$ cat config.mk
export PLATFORM = sky130hd
export DESIGN_NAME = priority_bitmap_ready_queue_flat
export DESIGN_NICKNAME = d
export VERILOG_FILES = /design/src/rtl/rqq_pkg.sv /design/src/rtl/rqq_channels.sv /design/src/rtl/priority_bitmap_ready_queue.sv /design/src/rtl/rqq_front.sv /design/src/rtl/rqq_fifo.sv /design/src/rtl/rqq_back.sv /design/src/flat_wrapper.sv
export SDC_FILE = /design/constraint.sdc
export NUM_CORES = 1
export LEC_CHECK = 0
export BUFFER_PORTS_ARGS = -buffer_cell sky130_fd_sc_hd__buf_4
export CAP_MARGIN = 15
export CORE_MARGIN = 2
export CORE_UTILIZATION = 45
export DETAILED_ROUTE_END_ITERATION = 16
export SLEW_MARGIN = 40
export SYNTH_ARGS = -nofsm -noshare
export SYNTH_HDL_FRONTEND = slang
export SYNTH_SLANG_ARGS = --single-unit
$ cat constraint.sdc
create_clock -name clk -period 4.55 [get_ports clk]
set_input_delay 0.91 -clock clk [delete_from_list [all_inputs] [get_ports clk]]
set_output_delay 0.91 -clock clk [all_outputs]
set_load 0.02 [all_outputs]
$ cat src/rtl/rqq_pkg.sv
// Shared types and constants for the priority bitmap ready queue.
// No dependencies; every other file of the block imports this package.
`timescale 1ns / 1ps
`default_nettype none

package rqq_pkg;

  // Field widths of the request and result channels
  localparam int THREAD_W = 6;
  localparam int LEVEL_W  = 5;

  // Default sizes of the stores
  localparam int RQQ_NUM_LEVELS  = 32;
  localparam int RQQ_NUM_THREADS = 64;

  // Entries in the queue between front and back end
  localparam int RQQ_QUEUE_DEPTH = 2;

  typedef enum logic {
    REQ_ADD = 1'b0,
    REQ_GET = 1'b1
  } req_type_t;

  typedef enum logic [1:0] {
    STAT_ADDED  = 2'd0,
    STAT_TAKEN  = 2'd1,
    STAT_EMPTY  = 2'd2,
    STAT_REJECT = 2'd3
  } status_t;

  // Back end sequencer
  typedef enum logic [1:0] {
    ST_IDLE,
    ST_EXEC,
    ST_POP
  } rqq_state_t;

  // Classified request as it travels from front to back end
  typedef struct packed {
    req_type_t             req_type;
    logic [THREAD_W-1:0]   thread_id;
    logic [LEVEL_W-1:0]    priority_req;
    logic                  range_ok;
  } rqq_item_t;

endpackage

`default_nettype wire

$ cat src/rtl/rqq_channels.sv
// Valid/ready channel interfaces for requests and results of the ready queue.
// Depends on rqq_pkg for field widths.
`timescale 1ns / 1ps
`default_nettype none

interface rqq_req_if import rqq_pkg::*; ();
  logic                valid;
  logic                ready;
  logic                req_type;
  logic [THREAD_W-1:0] thread_id;
  logic [LEVEL_W-1:0]  priority_req;

  modport source (output valid, req_type, thread_id, priority_req, input ready);
  modport sink   (input valid, req_type, thread_id, priority_req, output ready);
endinterface

interface rqq_res_if import rqq_pkg::*; ();
  logic                valid;
  logic                ready;
  logic [1:0]          status;
  logic [THREAD_W-1:0] next_thread;
  logic [LEVEL_W-1:0]  next_priority;

  modport source (output valid, status, next_thread, next_priority, input ready);
  modport sink   (input valid, status, next_thread, next_priority, output ready);
endinterface

`default_nettype wire

$ cat src/rtl/priority_bitmap_ready_queue.sv
// Top level of the priority bitmap ready queue: front end, request queue,
// back end. Depends on rqq_pkg, rqq_channels, rqq_front, rqq_fifo, rqq_back.
`timescale 1ns / 1ps
`default_nettype none

// Multilevel ready queue: one FIFO of threads per priority level, kept as
// linked lists in head, tail and link memories, with a bitmap of non-empty
// levels. Each request gives exactly one result, in request order. The front
// end takes a request whenever its two-entry queue has room, so requests can
// be posted while a result waits. The back end serves one request at a time:
// an add or an empty get does a memory read, then the update; a get that leaves
// its level non-empty adds a step, because the new head comes from a second
// registered read of the link memory. Unwritten memory entries may be read, but
// their values are never used; of the stores, only the bitmap and queued flags are reset.

module priority_bitmap_ready_queue import rqq_pkg::*; #(
  parameter int NUM_LEVELS  = RQQ_NUM_LEVELS,
  parameter int NUM_THREADS = RQQ_NUM_THREADS
) (
  input  logic       clk,
  input  logic       rst,
  rqq_req_if.sink    request,
  rqq_res_if.source  result
);

  logic       push_valid;
  logic       push_ready;
  rqq_item_t  push_item;
  logic       pop_valid;
  logic       pop_ready;
  rqq_item_t  pop_item;

  rqq_front #(
    .NUM_LEVELS  (NUM_LEVELS),
    .NUM_THREADS (NUM_THREADS)
  ) u_front (
    .request    (request),
    .push_valid (push_valid),
    .push_item  (push_item),
    .push_ready (push_ready)
  );

  rqq_fifo #(
    .DEPTH (RQQ_QUEUE_DEPTH)
  ) u_fifo (
    .clk        (clk),
    .rst        (rst),
    .push_valid (push_valid),
    .push_item  (push_item),
    .push_ready (push_ready),
    .pop_valid  (pop_valid),
    .pop_item   (pop_item),
    .pop_ready  (pop_ready)
  );

  rqq_back #(
    .NUM_LEVELS  (NUM_LEVELS),
    .NUM_THREADS (NUM_THREADS)
  ) u_back (
    .clk        (clk),
    .rst        (rst),
    .item_valid (pop_valid),
    .item       (pop_item),
    .item_ready (pop_ready),
    .result     (result)
  );

endmodule

`default_nettype wire

$ cat src/rtl/rqq_front.sv
// Front end: accepts requests and classifies them (type, range check).
// Depends on rqq_pkg and rqq_req_if.
`timescale 1ns / 1ps
`default_nettype none

module rqq_front import rqq_pkg::*; #(
  parameter int NUM_LEVELS  = RQQ_NUM_LEVELS,
  parameter int NUM_THREADS = RQQ_NUM_THREADS
) (
  rqq_req_if.sink    request,
  output logic       push_valid,
  output rqq_item_t  push_item,
  input  logic       push_ready
);

  logic thread_ok;
  logic level_ok;

  // An add names a thread and a level that must exist in the stores
  assign thread_ok = 32'(request.thread_id) < 32'(NUM_THREADS);
  assign level_ok  = 32'(request.priority_req) < 32'(NUM_LEVELS);

  assign request.ready = push_ready;
  assign push_valid    = request.valid;

  always_comb begin
    push_item.req_type     = req_type_t'(request.req_type);
    push_item.thread_id    = request.thread_id;
    push_item.priority_req = request.priority_req;
    push_item.range_ok     = (request.req_type == REQ_GET) || (thread_ok && level_ok);
  end

endmodule

`default_nettype wire

$ cat src/rtl/rqq_fifo.sv
// Short queue of classified requests between front and back end.
// Depends on rqq_pkg for the item type.
`timescale 1ns / 1ps
`default_nettype none

module rqq_fifo import rqq_pkg::*; #(
  parameter int DEPTH = RQQ_QUEUE_DEPTH
) (
  input  logic       clk,
  input  logic       rst,
  input  logic       push_valid,
  input  rqq_item_t  push_item,
  output logic       push_ready,
  output logic       pop_valid,
  output rqq_item_t  pop_item,
  input  logic       pop_ready
);

  localparam int PTR_W = (DEPTH > 1) ? $clog2(DEPTH) : 1;
  localparam int CNT_W = $clog2(DEPTH + 1);

  rqq_item_t          slots [DEPTH];
  logic [PTR_W-1:0]   wr_ptr;
  logic [PTR_W-1:0]   rd_ptr;
  logic [CNT_W-1:0]   count;
  logic               do_push;
  logic               do_pop;

  assign push_ready = count != CNT_W'(DEPTH);
  assign pop_valid  = count != '0;
  assign pop_item   = slots[rd_ptr];
  assign do_push    = push_valid && push_ready;
  assign do_pop     = pop_valid && pop_ready;

  // Storage
  always_ff @(posedge clk) begin
    if (do_push) begin
      slots[wr_ptr] <= push_item;
    end
  end

  // Pointers and fill count
  always_ff @(posedge clk) begin
    if (rst) begin
      wr_ptr <= '0;
      rd_ptr <= '0;
      count  <= '0;
    end else begin
      if (do_push) begin
        wr_ptr <= (wr_ptr == PTR_W'(DEPTH - 1)) ? '0 : wr_ptr + 1'b1;
      end
      if (do_pop) begin
        rd_ptr <= (rd_ptr == PTR_W'(DEPTH - 1)) ? '0 : rd_ptr + 1'b1;
      end
      if (do_push && !do_pop) begin
        count <= count + 1'b1;
      end else if (do_pop && !do_push) begin
        count <= count - 1'b1;
      end
    end
  end

endmodule

`default_nettype wire

$ cat src/rtl/rqq_back.sv
// Back end: carries out add and get requests on the level bitmap and the
// head, tail and link memories, and holds the result register.
// Depends on rqq_pkg and rqq_res_if.
`timescale 1ns / 1ps
`default_nettype none

module rqq_back import rqq_pkg::*; #(
  parameter int NUM_LEVELS  = RQQ_NUM_LEVELS,
  parameter int NUM_THREADS = RQQ_NUM_THREADS
) (
  input  logic       clk,
  input  logic       rst,
  input  logic       item_valid,
  input  rqq_item_t  item,
  output logic       item_ready,
  rqq_res_if.source  result
);

  localparam int LVL_W = $clog2(NUM_LEVELS);
  localparam int THR_W = $clog2(NUM_THREADS);

  // Memories: per-level head and tail, per-thread successor
  logic [THR_W-1:0] level_head [NUM_LEVELS];
  logic [THR_W-1:0] level_tail [NUM_LEVELS];
  logic [THR_W-1:0] link_next  [NUM_THREADS];

  logic [NUM_LEVELS-1:0]  ready_levels;
  logic [NUM_THREADS-1:0] is_queued;

  rqq_state_t        state;
  rqq_state_t        state_next;

  // Request under way
  req_type_t         op_req;
  logic [THR_W-1:0]  op_tid;
  logic [LVL_W-1:0]  op_lvl;
  logic              op_range_ok;
  logic [LVL_W-1:0]  get_lvl;
  logic              get_hit;

  // Registered memory read data
  logic [THR_W-1:0]  head_rd;
  logic [THR_W-1:0]  tail_rd;
  logic [THR_W-1:0]  link_rd;

  logic [LVL_W-1:0]  ffs_lvl;
  logic [LVL_W-1:0]  rd_lvl;
  logic              start;
  logic              upd_add;
  logic              upd_take;
  logic              take_last;
  logic              add_reject;
  logic              res_load;
  status_t           res_status;

  logic              res_valid;
  logic [1:0]        res_status_q;
  logic [THREAD_W-1:0] res_thread;
  logic [LEVEL_W-1:0]  res_level;

  // Lowest set bit of the level bitmap
  function automatic logic [LVL_W-1:0] first_set(input logic [NUM_LEVELS-1:0] v);
    logic [LVL_W-1:0] r;
    r = '0;
    for (int i = NUM_LEVELS - 1; i >= 0; i--) begin
      if (v[i]) r = LVL_W'(i);
    end
    return r;
  endfunction

  assign ffs_lvl = first_set(ready_levels);
  assign rd_lvl  = (item.req_type == REQ_GET) ? ffs_lvl : LVL_W'(item.priority_req);

  // Next state
  always_comb begin
    state_next = state;
    case (state)
      ST_IDLE: if (start) state_next = ST_EXEC;
      ST_EXEC: begin
        if (upd_take && !take_last) state_next = ST_POP;
        else                        state_next = ST_IDLE;
      end
      ST_POP:  state_next = ST_IDLE;
      default: state_next = ST_IDLE;
    endcase
  end

  // Sequencer outputs
  always_comb begin
    item_ready = 1'b0;
    res_load   = 1'b0;
    upd_add    = 1'b0;
    upd_take   = 1'b0;
    add_reject = !op_range_ok || is_queued[op_tid];
    take_last  = head_rd == tail_rd;
    res_status = STAT_EMPTY;
    case (state)
      ST_IDLE: item_ready = !res_valid || result.ready;
      ST_EXEC: begin
        res_load = 1'b1;
        if (op_req == REQ_ADD) begin
          upd_add    = !add_reject;
          res_status = add_reject ? STAT_REJECT : STAT_ADDED;
        end else begin
          upd_take   = get_hit;
          res_status = get_hit ? STAT_TAKEN : STAT_EMPTY;
        end
      end
      default: ;
    endcase
  end

  assign start = item_valid && item_ready;

  always_ff @(posedge clk) begin
    if (rst) begin
      state <= ST_IDLE;
    end else begin
      state <= state_next;
    end
  end

  // Latch the request and the level a get will serve
  always_ff @(posedge clk) begin
    if (start) begin
      op_req      <= item.req_type;
      op_tid      <= THR_W'(item.thread_id);
      op_lvl      <= LVL_W'(item.priority_req);
      op_range_ok <= item.range_ok;
      get_lvl     <= ffs_lvl;
      get_hit     <= |ready_levels;
    end
  end

  // Memory reads, registered
  always_ff @(posedge clk) begin
    head_rd <= level_head[rd_lvl];
    tail_rd <= level_tail[rd_lvl];
    link_rd <= link_next[head_rd];
  end

  // Memory writes
  always_ff @(posedge clk) begin
    if (upd_add) begin
      level_tail[op_lvl] <= op_tid;
      if (ready_levels[op_lvl]) begin
        link_next[tail_rd] <= op_tid;
      end else begin
        level_head[op_lvl] <= op_tid;
      end
    end else if (state == ST_POP) begin
      level_head[get_lvl] <= link_rd;
    end
  end

  // Level bitmap and queued flags
  always_ff @(posedge clk) begin
    if (rst) begin
      ready_levels <= '0;
      is_queued    <= '0;
    end else begin
      if (upd_add) begin
        ready_levels[op_lvl] <= 1'b1;
        is_queued[op_tid]    <= 1'b1;
      end
      if (upd_take) begin
        is_queued[head_rd] <= 1'b0;
        if (take_last) ready_levels[get_lvl] <= 1'b0;
      end
    end
  end

  // Result register
  always_ff @(posedge clk) begin
    if (rst) begin
      res_valid <= 1'b0;
    end else if (res_load) begin
      res_valid <= 1'b1;
    end else if (result.ready) begin
      res_valid <= 1'b0;
    end
  end

  always_ff @(posedge clk) begin
    if (res_load) begin
      res_status_q <= res_status;
      res_thread   <= upd_take ? THREAD_W'(head_rd) : '0;
      res_level    <= upd_take ? LEVEL_W'(get_lvl) : '0;
    end
  end

  assign result.valid         = res_valid;
  assign result.status        = res_status_q;
  assign result.next_thread   = res_thread;
  assign result.next_priority = res_level;

endmodule

`default_nettype wire
$ cat src/flat_wrapper.sv
// flat-port wrapper written by rule: the top's interface ports become plain ports
module priority_bitmap_ready_queue_flat import rqq_pkg::*;
#(
  parameter int NUM_LEVELS  = RQQ_NUM_LEVELS,
  parameter int NUM_THREADS = RQQ_NUM_THREADS
)
  (clk, rst, request_valid, request_req_type, request_thread_id, request_priority_req, request_ready, result_valid, result_status, result_next_thread, result_next_priority, result_ready);
  rqq_req_if request_i ();
  rqq_res_if result_i ();
  input  logic clk;
  input  logic rst;
  input wire logic [$bits(request_i.valid)-1:0] request_valid;
  input wire logic [$bits(request_i.req_type)-1:0] request_req_type;
  input wire logic [$bits(request_i.thread_id)-1:0] request_thread_id;
  input wire logic [$bits(request_i.priority_req)-1:0] request_priority_req;
  output wire logic [$bits(request_i.ready)-1:0] request_ready;
  output wire logic [$bits(result_i.valid)-1:0] result_valid;
  output wire logic [$bits(result_i.status)-1:0] result_status;
  output wire logic [$bits(result_i.next_thread)-1:0] result_next_thread;
  output wire logic [$bits(result_i.next_priority)-1:0] result_next_priority;
  input wire logic [$bits(result_i.ready)-1:0] result_ready;
  assign request_i.valid = request_valid;
  assign request_i.req_type = request_req_type;
  assign request_i.thread_id = request_thread_id;
  assign request_i.priority_req = request_priority_req;
  assign request_ready = request_i.ready;
  assign result_valid = result_i.valid;
  assign result_status = result_i.status;
  assign result_next_thread = result_i.next_thread;
  assign result_next_priority = result_i.next_priority;
  assign result_i.ready = result_ready;
  priority_bitmap_ready_queue #(.NUM_LEVELS(NUM_LEVELS), .NUM_THREADS(NUM_THREADS)) u_core (.clk(clk), .rst(rst), .request(request_i), .result(result_i));
endmodule
==> results of run 1 <==
## layout make-up
| type | count | area [µm²] |
|---|---|---|
| sequential | 945 | 27160 |
| clock buffer | 130 | 2623 |
| fill | 6788 | 40000 |
| clock inverter | 50 | 526.8 |
| multi-input combinational | 1495 | 10490 |
| tap | 1080 | 1351 |
| inverter | 15 | 56.30 |
| timing repair buffer | 144 | 1220 |
## critical path: stages (launching register included)
cell and delay (ns):
edfxtp_1 0.37, buf_12 0.26, mux4_2 0.53, mux4_2 0.52
mux4_2 0.52, nand2b_4 0.31, nor3b_4 0.54, nand2_2 0.33
nor2_2 0.35
## through the flow
| stage | worst slack (ns) | std cells | util (%) |
|---|---|---|---|
| after floorplan | -0.2600 | 2640 | - |
| after global placement | 0.4453 | 3669 | 48.03 |
| after detailed placement | 0.4723 | 3674 | 48.17 |
| after CTS | 0.4335 | 3854 | 51.95 |
| after global routing | 0.3022 | 3859 | 52.05 |
| final | 0.4063 | 3859 | 52.05 |
## flip-flops by register name, indices dropped and copies added (netlist names), 2 cells and up, named ones only
register and cells:
u_core.u_back.result.next_thread 6, u_core.u_back.tail_rd 6, u_core.u_back.op_lvl 5, u_core.u_back.result.next_priority 5, u_core.u_back.link_rd 6, u_core.u_back.head_rd 6, u_core.u_back.get_lvl 5, u_core.u_back.state 2
u_core.u_back.op_tid 6, u_core.u_back.level_head 192, u_core.u_back.ready_levels 32, u_core.u_fifo.slots 24, u_core.u_back.is_queued 64, u_core.u_back.result.status 2, u_core.u_fifo.count 2, u_core.u_back.level_tail 192
u_core.u_back.link_next 384
## cell usage after synthesis (all sizes together) (13+ instances only)
cell type / count / share of area [%]
o22ai: 70 / 1.2
nand2: 197 / 2.0
a211oi: 93 / 1.8
nor2: 206 / 2.0
and2: 17 / 0.28
nor3: 29 / 0.42
nand3: 34 / 0.45
nor3b: 13 / 0.30
nand2b: 16 / 0.28
a22oi: 227 / 4.5
dfxtp: 122 / 6.5
a31oi: 35 / 0.58
edfxtp: 823 / 65
a21o: 24 / 0.48
a21oi: 79 / 1.0
and3: 31 / 0.51
o21ai: 39 / 0.52
inv: 13 / 0.13
nor4b: 14 / 0.40
nand4: 68 / 1.1
buf: 39 / 0.44
a221oi: 71 / 1.6
nor4: 24 / 0.44
mux4: 31 / 1.8
mux2i: 91 / 2.4
clkbuf: 146 / 1.4
## layer usage
layer,track usage [%],up-vias
met5,0,-
met4,10.18,0
met3,4.675,226
met2,39.86,1224
met1,32.59,12222
li1,-,10665
## kinds of logic after synthesis
logic type,synth area share (%)
mux,4.582
buf+inv,2.034
simple gates,8.865
xor+xnor,0.2315
fa+ha+maj,0.03307
compound gates,12.46
flops,71.80
## power breakdown
| group | internal (mW) | switching (mW) |
|---|---|---|
| sequential | 10.8 | 0.489 |
| combinational | 2.36 | 5.94 |
| clock | 4.43 | 3.37 |
| total | 17.6 | 9.80 |
## worst max path at each step
| stage | end | depth (start not counted) |
|---|---|---|
| finish | u_core.u_back.link_next[28][3] | 8 |
| global route | u_core.u_back.link_next[42][1] | 8 |
| CTS | u_core.u_back.link_next[42][2] | 8 |
| detailed placement | u_core.u_back.link_next[14][4] | 8 |
| global placement | u_core.u_back.level_head[22][4] | 8 |
| floorplan | u_core.u_back.link_next[19][0] | 10 |
==> metrics.csv, run 1 <==
metric,value,unit
min_path_cells,1,
htreeDepth,3,
diodes,0,
critPathLaunch,u_core.u_back.op_tid[0],
ys_seq_area_share,71.80,%
boundaryPins,31,
status,"complete, no violations",
wire_per_inst,27.77,µm
top_layer_used,met4,
critPathLaunchType,flip-flop,
powerDensity,630.6,nW/µm²
wirelength,107100,µm
start_util,45.34,%
grt_start_max_net_pins,105,
drv_slew,0,
cts_tree,yes,
holdBufCountCts,0,
synth_edf_count,823,
fp.coreArea,83420,µm²
holdPathEnd,u_core.u_fifo.slots[1][3],
design_area,43420,µm²
via_per_inst,6.307,
power,27.38,mW
tns,0,ns
antenna_found_initial,0,
path_clk_slew,0.06,ns
rsz0062_at_grt,false,
drc,0,
final_cell_mix,"edfxtp_1, a22oi_1, nand2_1",
path_max_fanout,38,
syn_to_final_growth,14.80,%
met1_length,43000,µm
hold_viol,0,
fin_skew,0.05445,ns
endpoint_kind,flip-flop,
worstHoldStart,request_priority_req[3],
port_buffers,30,
setup_viol,0,
synth_nets,2657,
cts_buffers,97,
ys_ff_latch,945,
postCtsSetupBuffers,0,
arrival,4.45,ns
dpl-instance-area,40180,µm²
ctsResizeCount,0,
grtUsageTotal,24.57,%
drt-pass1-iter-count,6,
min_period,4.144,ns
crit_type,flip-flop to flip-flop,
die_area,86390,µm²
grt_pass1_vias,24056,
synth_cell_types,60,
fin_crit_sh,91.07,%
die_width,293.9,µm
peakVddDrop,0.0004809,V
num_rows,106,
root_buffer,clkbuf_16,
r2r_end,u_core.u_back.link_next[28][3],
met3_length,8630,µm
vias,24337,
rr_startpoint,u_core.u_back.op_tid[0],
reg2reg_depth,8,
synth-async-reset-ratio,0,%
final_net_count,2715,
clock-sinks,945,
slew-limit-headroom,41.22,%
syn-cell-area,37820,µm²
drive_gt1_share,16.59,%
required,4.85,ns
grt_pass1_wl,157300,µm
drv_cap,0,
drt-initial-drc-count,2810,
synthFlopType,edfxtp_1,
place.gp.congestion,0.9457,
syn_avg_cell_area,14.33,µm²
clock_path_buffers,3,
grt_overflow,0,
holdWs,0.4158,ns
final_common_cell,edfxtp_1,
worstMarginPinSlew,0.8793,ns
antenna_left,0,
hpwl,67530,µm
wl_met2,51390,µm
synth_warnings,0,
die_y,293.9,µm
syn-instance-count,2640,
min_path_type,input pin to flip-flop,
reg2reg_setup_slack,0.41,ns
p_leak,13.60,nW
fmax,0.2413,GHz
clock_latency,0.69,ns
No activity file was read; power rests on OpenSTA's default activity.
==> run 2, diff against run 1 <==
--- a/config.mk
+++ b/config.mk
@@ -5,6 +5,7 @@
 export SDC_FILE = /design/constraint.sdc
 export NUM_CORES = 1
 export LEC_CHECK = 0
+export ABC_AREA = 1
 export BUFFER_PORTS_ARGS = -buffer_cell sky130_fd_sc_hd__buf_4
 export CAP_MARGIN = 15
 export CORE_MARGIN = 2
==> run 2 against run 1 <==
Global-route usage decreased by 0.83 points. Combinational power is 18% higher. Clock skew is 0.0062 ns lower. Utilization grew 0.24 points. Via count grew 10%. Non-clock buffer count grew 28. Wire length fell by 0.36%. Worst setup slack worse by 0.11 ns. First-iteration DRC count up 5.7%. Critical path type unchanged.
==> metrics.csv, run 2 <==
metric,value,unit,change
root_buffer,clkbuf_16,,unchanged
path_max_fanout,11,,was 38
place.gp.congestion,0.9128,,was 0.9457
cts_tree,yes,,unchanged
syn-cell-area,38950,µm²,"was 37,820 µm²"
diodes,0,,unchanged
htreeDepth,3,,unchanged
powerDensity,644.9,nW/µm²,was 630.6 nW/µm²
crit_family,simple AND/OR/NAND/NOR gates,,was multiplexers
synth-async-reset-ratio,0,%,unchanged
holdBufCountCts,0,,unchanged
die_area,88920,µm²,"was 86,390 µm²"
yosys.area.top_type,edfxtp_1,,unchanged
clock-sinks,945,,unchanged
reg_top3,"u_core.u_back.link_next x384, u_core.u_back.level_head x192, u_core.u_back.level_tail x192",,unchanged
synth_edf_count,823,,unchanged
fin_crit_sh,93.42,%,was 91.07%
peakVddDrop,0.0005110,V,was 0.0004809 V
dp_slack,0.05720,ns,was 0.4723 ns
drc,0,,unchanged
regMostFlops,u_core.u_back.link_next,,unchanged
min_path_type,input pin to flip-flop,,unchanged
syn-instance-count,3420,,"was 2,640"
ys_ff_latch,945,,unchanged
drt-pass1-iter-count,5,,was 6
hold_viol,0,,unchanged
arrival,4.57,ns,was 4.45 ns
wirelength,106800,µm,"was 107,100 µm"
synth_area_leaders,"edfxtp_1, nand2_1, dfxtp_1",,"was edfxtp_1, dfxtp_1, a22oi_1"
synth_nets,3437,,"was 2,657"
grt_pass1_wl,160800,µm,"was 157,300 µm"
grt_use_met3,3.544,%,was 4.675%
drv_cap,0,,unchanged
grt_start_max_net_pins,144,,was 105
largest_register_ff_count,384,,unchanged
synth_cell_types,41,,was 60
die_y,298.2,µm,was 293.9 µm
via_per_inst,5.660,,was 6.307
fmax,0.2353,GHz,was 0.2413 GHz
final_cell_mix,"edfxtp_1, nand2_1, nand3_1",,"was edfxtp_1, a22oi_1, nand2_1"
syn_to_final_growth,14.67,%,was 14.80%
yosysMostFrequentCell,edfxtp_1,,unchanged
start_util,45.60,%,was 45.34%
endpoint_kind,flip-flop,,unchanged
antenna_left,0,,unchanged
clock_path_buffers,3,,unchanged
grt_overflow,0,,unchanged
worst-path-stages,15,,was 8
path_buf_inv,3,,was 1
required,4.87,ns,was 4.85 ns
ys_seq_area_share,69.73,%,was 71.80%
drt-initial-drc-count,2971,,"was 2,810"
path_clk_slew,0.06,ns,about the same
drv_slew,0,,unchanged
rsz0062_at_grt,true,,was false
drive_gt1_share,11.38,%,was 16.59%
syn_avg_cell_area,11.39,µm²,was 14.33 µm²
final_common_cell,edfxtp_1,,unchanged
wire_per_inst,22.53,µm,was 27.77 µm
area.sequential,27160,µm²,unchanged
cpMostUsedCell,nand2_1,,was mux4_2
antenna_found_initial,2,,was 0
power,28.80,mW,was 27.38 mW
cp_slowest_cell,edfxtp_1,,was nor3b_4
critPathLaunchType,flip-flop,,unchanged
max_stage_delay,0.56,ns,was 0.54 ns
fill_cells,7464,,"was 6,788"
ctsResizeCount,0,,unchanged
die_width,298.2,µm,was 293.9 µm
num_rows,107,,was 106
crit_type,flip-flop to flip-flop,,unchanged
holdWs,0.4260,ns,was 0.4158 ns
status,"complete, no violations",,unchanged
postCtsSetupBuffers,0,,unchanged
critPathLaunch,u_core.u_back.op_tid[0],,unchanged
multi_input_comb_area,10170,µm²,"was 10,490 µm²"
final_net_count,3529,,"was 2,715"
grt_use_met1,34.56,%,was 32.59%
synth_warnings,0,,unchanged
boundaryPins,31,,unchanged
synth_top_area_share,63.45,%,was 65.34%
grtUsageTotal,23.74,%,was 24.57%
setup_viol,0,,unchanged
use_met2,36.48,%,was 39.86%
min_period,4.251,ns,was 4.144 ns
synthTopCellsByCount,"edfxtp_1, nand2_1, nand3_1, inv_1, nor2_1",,"was edfxtp_1, a22oi_1, nor2_1, nand2_1, clkbuf_1"
fin_skew,0.04827,ns,was 0.05445 ns
cp-endpoint,u_core.u_back.link_next[40][5],,was u_core.u_back.link_next[28][3]
reg2reg_setup_slack,0.30,ns,was 0.41 ns
r2r_end,u_core.u_back.link_next[40][5],,was u_core.u_back.link_next[28][3]
finalWorstSetupSlack,0.2993,ns,was 0.4063 ns
p_leak,16.28,nW,was 13.60 nW
reg2reg_depth,15,,was 8
crit_path_cell_trace,clkinvlp_4 -> nor3_4 -> buf_4 -> nand2_1 -> nand2_1 -> a221oi_1 -> nand3_1 -> a22o_1 -> a221oi_1 -> nand2_1 -> nor3_4 -> nand2_1 -> inv_1 -> nand4_1 -> nor2_1,,was buf_12 -> mux4_2 -> mux4_2 -> mux4_2 -> nand2b_4 -> nor3b_4 -> nand2_2 -> nor2_2
worstMarginPinSlew,0.9748,ns,was 0.8793 ns
fp.coreArea,85410,µm²,"was 83,420 µm²"
synthFlopType,edfxtp_1,,unchanged
rr_startpoint,u_core.u_back.op_tid[0],,unchanged
hpwl,68560,µm,"was 67,530 µm"
grt.busiest_layer,met2,,unchanged
port_buffers,30,,unchanged
vias,26815,,"was 24,337"
grt_pass1_vias,25338,,"was 24,056"
slew-limit-headroom,34.83,%,was 41.22%
cts_buffers,98,,was 97
clock_latency,0.69,ns,about the same
[run 2: cell types whose count changed after synthesis, moves of 37 or more]
cell      delta
nand2_1    +488
nand3_1    +404
inv_1      +297
a22oi_1    -164
mux2i_1     -91
a211oi_1    -80
nor2_1      +72
a21oi_1     -54
o22ai_1     -53
o21ai_0     +47
a22o_1      +46
nand3b_1    +44
buf_2       +37
[run 2: how the worst min path moves through the flow]
stage	from	to	slack [ns]	depth (start not counted)
2_1_floorplan	u_core.u_fifo.rd_ptr	flip-flop	0.43	1
3_3_place_gp	u_core.u_fifo.rd_ptr	flip-flop	0.43	1
3_5_place_dp	u_core.u_fifo.rd_ptr	flip-flop	0.44	1
4_1_cts	request_priority_req[4]	u_core.u_fifo.slots[1][4]	0.39	1
5_1_grt	request_priority_req[4]	u_core.u_fifo.slots[1][4]	0.41	1
6_report	request_priority_req[4]	u_core.u_fifo.slots[1][4]	0.43	1
[run 2: cells by family (layout without fill, tap and decap cells)]
logic type	Yosys count	after routing	share of synthesized area [%]
AND/OR/NAND/NOR	1564	1564	17.54
flip-flops	945	945	69.72
buffers and inverters	495	669	5.130
AO/OA/AOI/OAI	402	402	7.209
multiplexers	11	11	0.3180
XOR/XNOR	2	2	0.04498
adder cells (fa/ha/maj)	1	1	0.03212
[run 2: routing by layer]
layer,up-vias,part of all wire (%),wire length (µm)
met3,195,7.7,8225
met5,-,0.010,11
li1,12372,-,-
met4,2,3.1,3297
met2,1223,46,48720
met1,13023,44,46510
[run 2: power breakdown]
| group | switching [mW] | total (mW) | internal [mW] | leakage, nW |
|---|---|---|---|---|
| Clock | 3.43 | 7.84 | 4.42 | 1.52 |
| Combinational | 7.16 | 9.76 | 2.60 | 6.35 |
| Sequential | 0.442 | 11.2 | 10.8 | 8.41 |
[run 2: final cells by class]
class | instances | share of cell area [%]
Timing Repair Buffer | 172 | 3.471
Multi-Input combinational cell | 1980 | 22.78
Clock inverter | 65 | 1.401
Sequential cell | 945 | 60.80
Inverter | 315 | 2.667
Tap cell | 1144 | 3.205
Clock buffer | 117 | 5.673
[run 2: through the flow]
stage                     util (%)  setup TNS, ns  instance area (µm²)  std cells
after floorplan                  -              0                38950       3420
after global placement       48.13              0                41110       4542
after detailed placement     48.43              0                41360       4555
after CTS                    52.12              0                44520       4737
after global routing         52.29        -0.2371                44660       4738
final                        52.29              0                44660       4738
==> run 3, diff against run 2 <==
--- a/config.mk
+++ b/config.mk
@@ -9,7 +9,7 @@
 export BUFFER_PORTS_ARGS = -buffer_cell sky130_fd_sc_hd__buf_4
 export CAP_MARGIN = 15
 export CORE_MARGIN = 2
-export CORE_UTILIZATION = 45
+export CORE_UTILIZATION = 40
 export DETAILED_ROUTE_END_ITERATION = 16
 export SLEW_MARGIN = 40
 export SYNTH_ARGS = -nofsm -noshare
==> run 3 against run 2 <==
Cell count is 4.3% higher. Critical endpoint is now u_core.u_back.link_next[46][0]. Critical path depth is 1 lower. First-iteration DRC count is 6.8% lower. Highest routed layer is now met4.
==> metrics.csv, run 3 (same netlist as run 2, synthesis figures left out) <==
metric,value,unit,change
status,"complete, no violations",,unchanged
vias,26947,,"was 26,815"
path_clk_slew,0.06,ns,about the same
path_max_fanout,8,,was 11
final_common_cell,edfxtp_1,,unchanged
grt_start_max_net_pins,120,,was 144
min_path_type,input pin to flip-flop,,unchanged
setup_viol,0,,unchanged
wire_per_inst,21.42,µm,was 22.53 µm
die_area,99880,µm²,"was 88,920 µm²"
regMostFlops,u_core.u_back.link_next,,unchanged
final_util,46.82,%,was 52.29%
slew-limit-headroom,39.57,%,was 34.83%
rsz0062_at_grt,false,,was true
min_period,3.988,ns,was 4.251 ns
port_buffers,30,,unchanged
grt_overflow,0,,unchanged
fill_cells,8652,,"was 7,464"
multi_input_comb_area,10060,µm²,"was 10,170 µm²"
boundaryPins,31,,unchanged
peakVddDrop,0.0004936,V,was 0.0005110 V
p_leak,16.68,nW,was 16.28 nW
ctsResizeCount,0,,unchanged
finalWorstSetupSlack,0.5619,ns,was 0.2993 ns
holdBufCountCts,0,,unchanged
reg_top3,"u_core.u_back.link_next x384, u_core.u_back.level_head x192, u_core.u_back.level_tail x192",,unchanged
drv_slew,0,,unchanged
hpwl,66600,µm,"was 68,560 µm"
largest_register_ff_count,384,,unchanged
root_buffer,clkbuf_16,,unchanged
drc,0,,unchanged
tns,0,ns,unchanged
hold_viol,0,,unchanged
reg2reg_setup_slack,0.56,ns,was 0.30 ns
drt-initial-drc-count,2769,,"was 2,971"
grtUsageTotal,21.20,%,was 23.74%
area.sequential,27160,µm²,unchanged
cts_tree,yes,,unchanged
die_width,316.0,µm,was 298.2 µm
grt_pass1_wl,160900,µm,"was 160,800 µm"
crit_type,flip-flop to flip-flop,,unchanged
worstMarginPinSlew,0.8969,ns,was 0.9748 ns
via_per_inst,5.455,,was 5.660
fin_crit_sh,87.65,%,was 93.42%
wirelength,105800,µm,"was 106,800 µm"
fp.coreArea,96570,µm²,"was 85,410 µm²"
fin_skew,0.02610,ns,was 0.04827 ns
place.gp.congestion,0.9010,,was 0.9128
arrival,4.29,ns,was 4.57 ns
start_util,40.33,%,was 45.60%
powerDensity,632.3,nW/µm²,was 644.9 nW/µm²
clock_path_buffers,3,,unchanged
drt-pass1-iter-count,5,,unchanged
antenna_found_initial,0,,was 2
critPathLaunchType,flip-flop,,unchanged
final_net_count,3600,,"was 3,529"
path_buf_inv,4,,was 3
htreeDepth,3,,unchanged
cts_buffers,98,,unchanged
required,4.85,ns,was 4.87 ns
final_cell_mix,"edfxtp_1, nand2_1, nand3_1",,unchanged
num_rows,114,,was 107
holdWs,0.4248,ns,was 0.4260 ns
die_y,316.0,µm,was 298.2 µm
fmax,0.2507,GHz,was 0.2353 GHz
max_stage_delay,0.54,ns,was 0.56 ns
cp_slowest_cell,edfxtp_1,,unchanged
drv_cap,0,,unchanged
antenna_left,0,,unchanged
drive_gt1_share,11.71,%,was 11.38%
clock-sinks,945,,unchanged
syn_to_final_growth,16.07,%,was 14.67%
dp_slack,0.6507,ns,was 0.05720 ns
endpoint_kind,flip-flop,,unchanged
postCtsSetupBuffers,0,,unchanged
clock_latency,0.67,ns,was 0.69 ns
grt_pass1_vias,26121,,"was 25,338"
crit_path_cell_trace,inv_1 -> nor3_2 -> buf_4 -> a221oi_1 -> nand4_1 -> a22o_1 -> a221oi_1 -> nand2_1 -> nor3_4 -> nand2_1 -> inv_1 -> buf_4 -> nand4_1 -> nor2_1,,was clkinvlp_4 -> nor3_4 -> buf_4 -> nand2_1 -> nand2_1 -> a221oi_1 -> nand3_1 -> a22o_1 -> a221oi_1 -> nand2_1 -> nor3_4 -> nand2_1 -> inv_1 -> nand4_1 -> nor2_1
crit_family,simple AND/OR/NAND/NOR gates,,unchanged
run 3: changes by cell type in the layout (fill, tap and decap cells not counted), moves of 10 or more:
cell        previous run  this run
nor2_2                31         4
clkinvlp_4            11         1
clkbuf_1              18        29
buf_4                145       222
clkinv_2              22         5
nor2_1               239       266
run 3: layout make-up:
class                   instances  share of cell area [%]
flip-flops and latches        945                   60.07
diodes                          2                 0.01107
well taps                    1276                   3.532
clock inverters                37                  0.7805
clock buffers                 142                   6.247
repair buffers                243                   4.489
multi-input cells            1980                   22.24
inverters                     315                   2.627
run 3: layer usage:
metal	global-route usage [%]	part of all wire, %	routed length, µm
met1	30.60	44	46940
met2	33.05	46	48330
met3	3.466	7.5	7935
met4	6.301	2.4	2591
met5	0	0	0
run 3: worst paths after layout:
check / startpoint / endpoint / cells past startpoint
worst max-delay path: u_core.u_back.op_tid[2] / u_core.u_back.link_next[46][0] / 14
worst min-delay path: request_thread_id[1] / u_core.u_fifo.slots[1][6] / 1
worst max register to register: u_core.u_back.op_tid[2] / u_core.u_back.link_next[46][0] / 14
worst min register to register: u_core.u_fifo.rd_ptr / flip-flop / 1
run 3: metrics by stage:
step	cells	instance area (µm²)	total power, mW
4_1_cts	4938	45190	28.70
2_1_floorplan	3420	38950	16.69
5_1_grt	4938	45200	29.86
3_5_place_dp	4759	42020	20.79
3_3_place_gp	4751	41850	20.61
6_report	4940	45210	28.58
run 3: worst register-to-register path, cell delays in order (launching register included):
cell and delay (ns):
edfxtp_1 0.54, inv_1 0.28, nor3_2 0.14, buf_4 0.20, a221oi_1 0.26, nand4_1 0.11, a22o_1 0.21, a221oi_1 0.27
nand2_1 0.22, nor3_4 0.17, nand2_1 0.18, inv_1 0.15, buf_4 0.15, nand4_1 0.22, nor2_1 0.50
run 3: power breakdown:
part	leakage [nW]	internal (mW)	switching, mW
sequential	8.41	10.8	0.399
clock	1.54	4.68	3.25
combinational	6.73	2.55	6.95
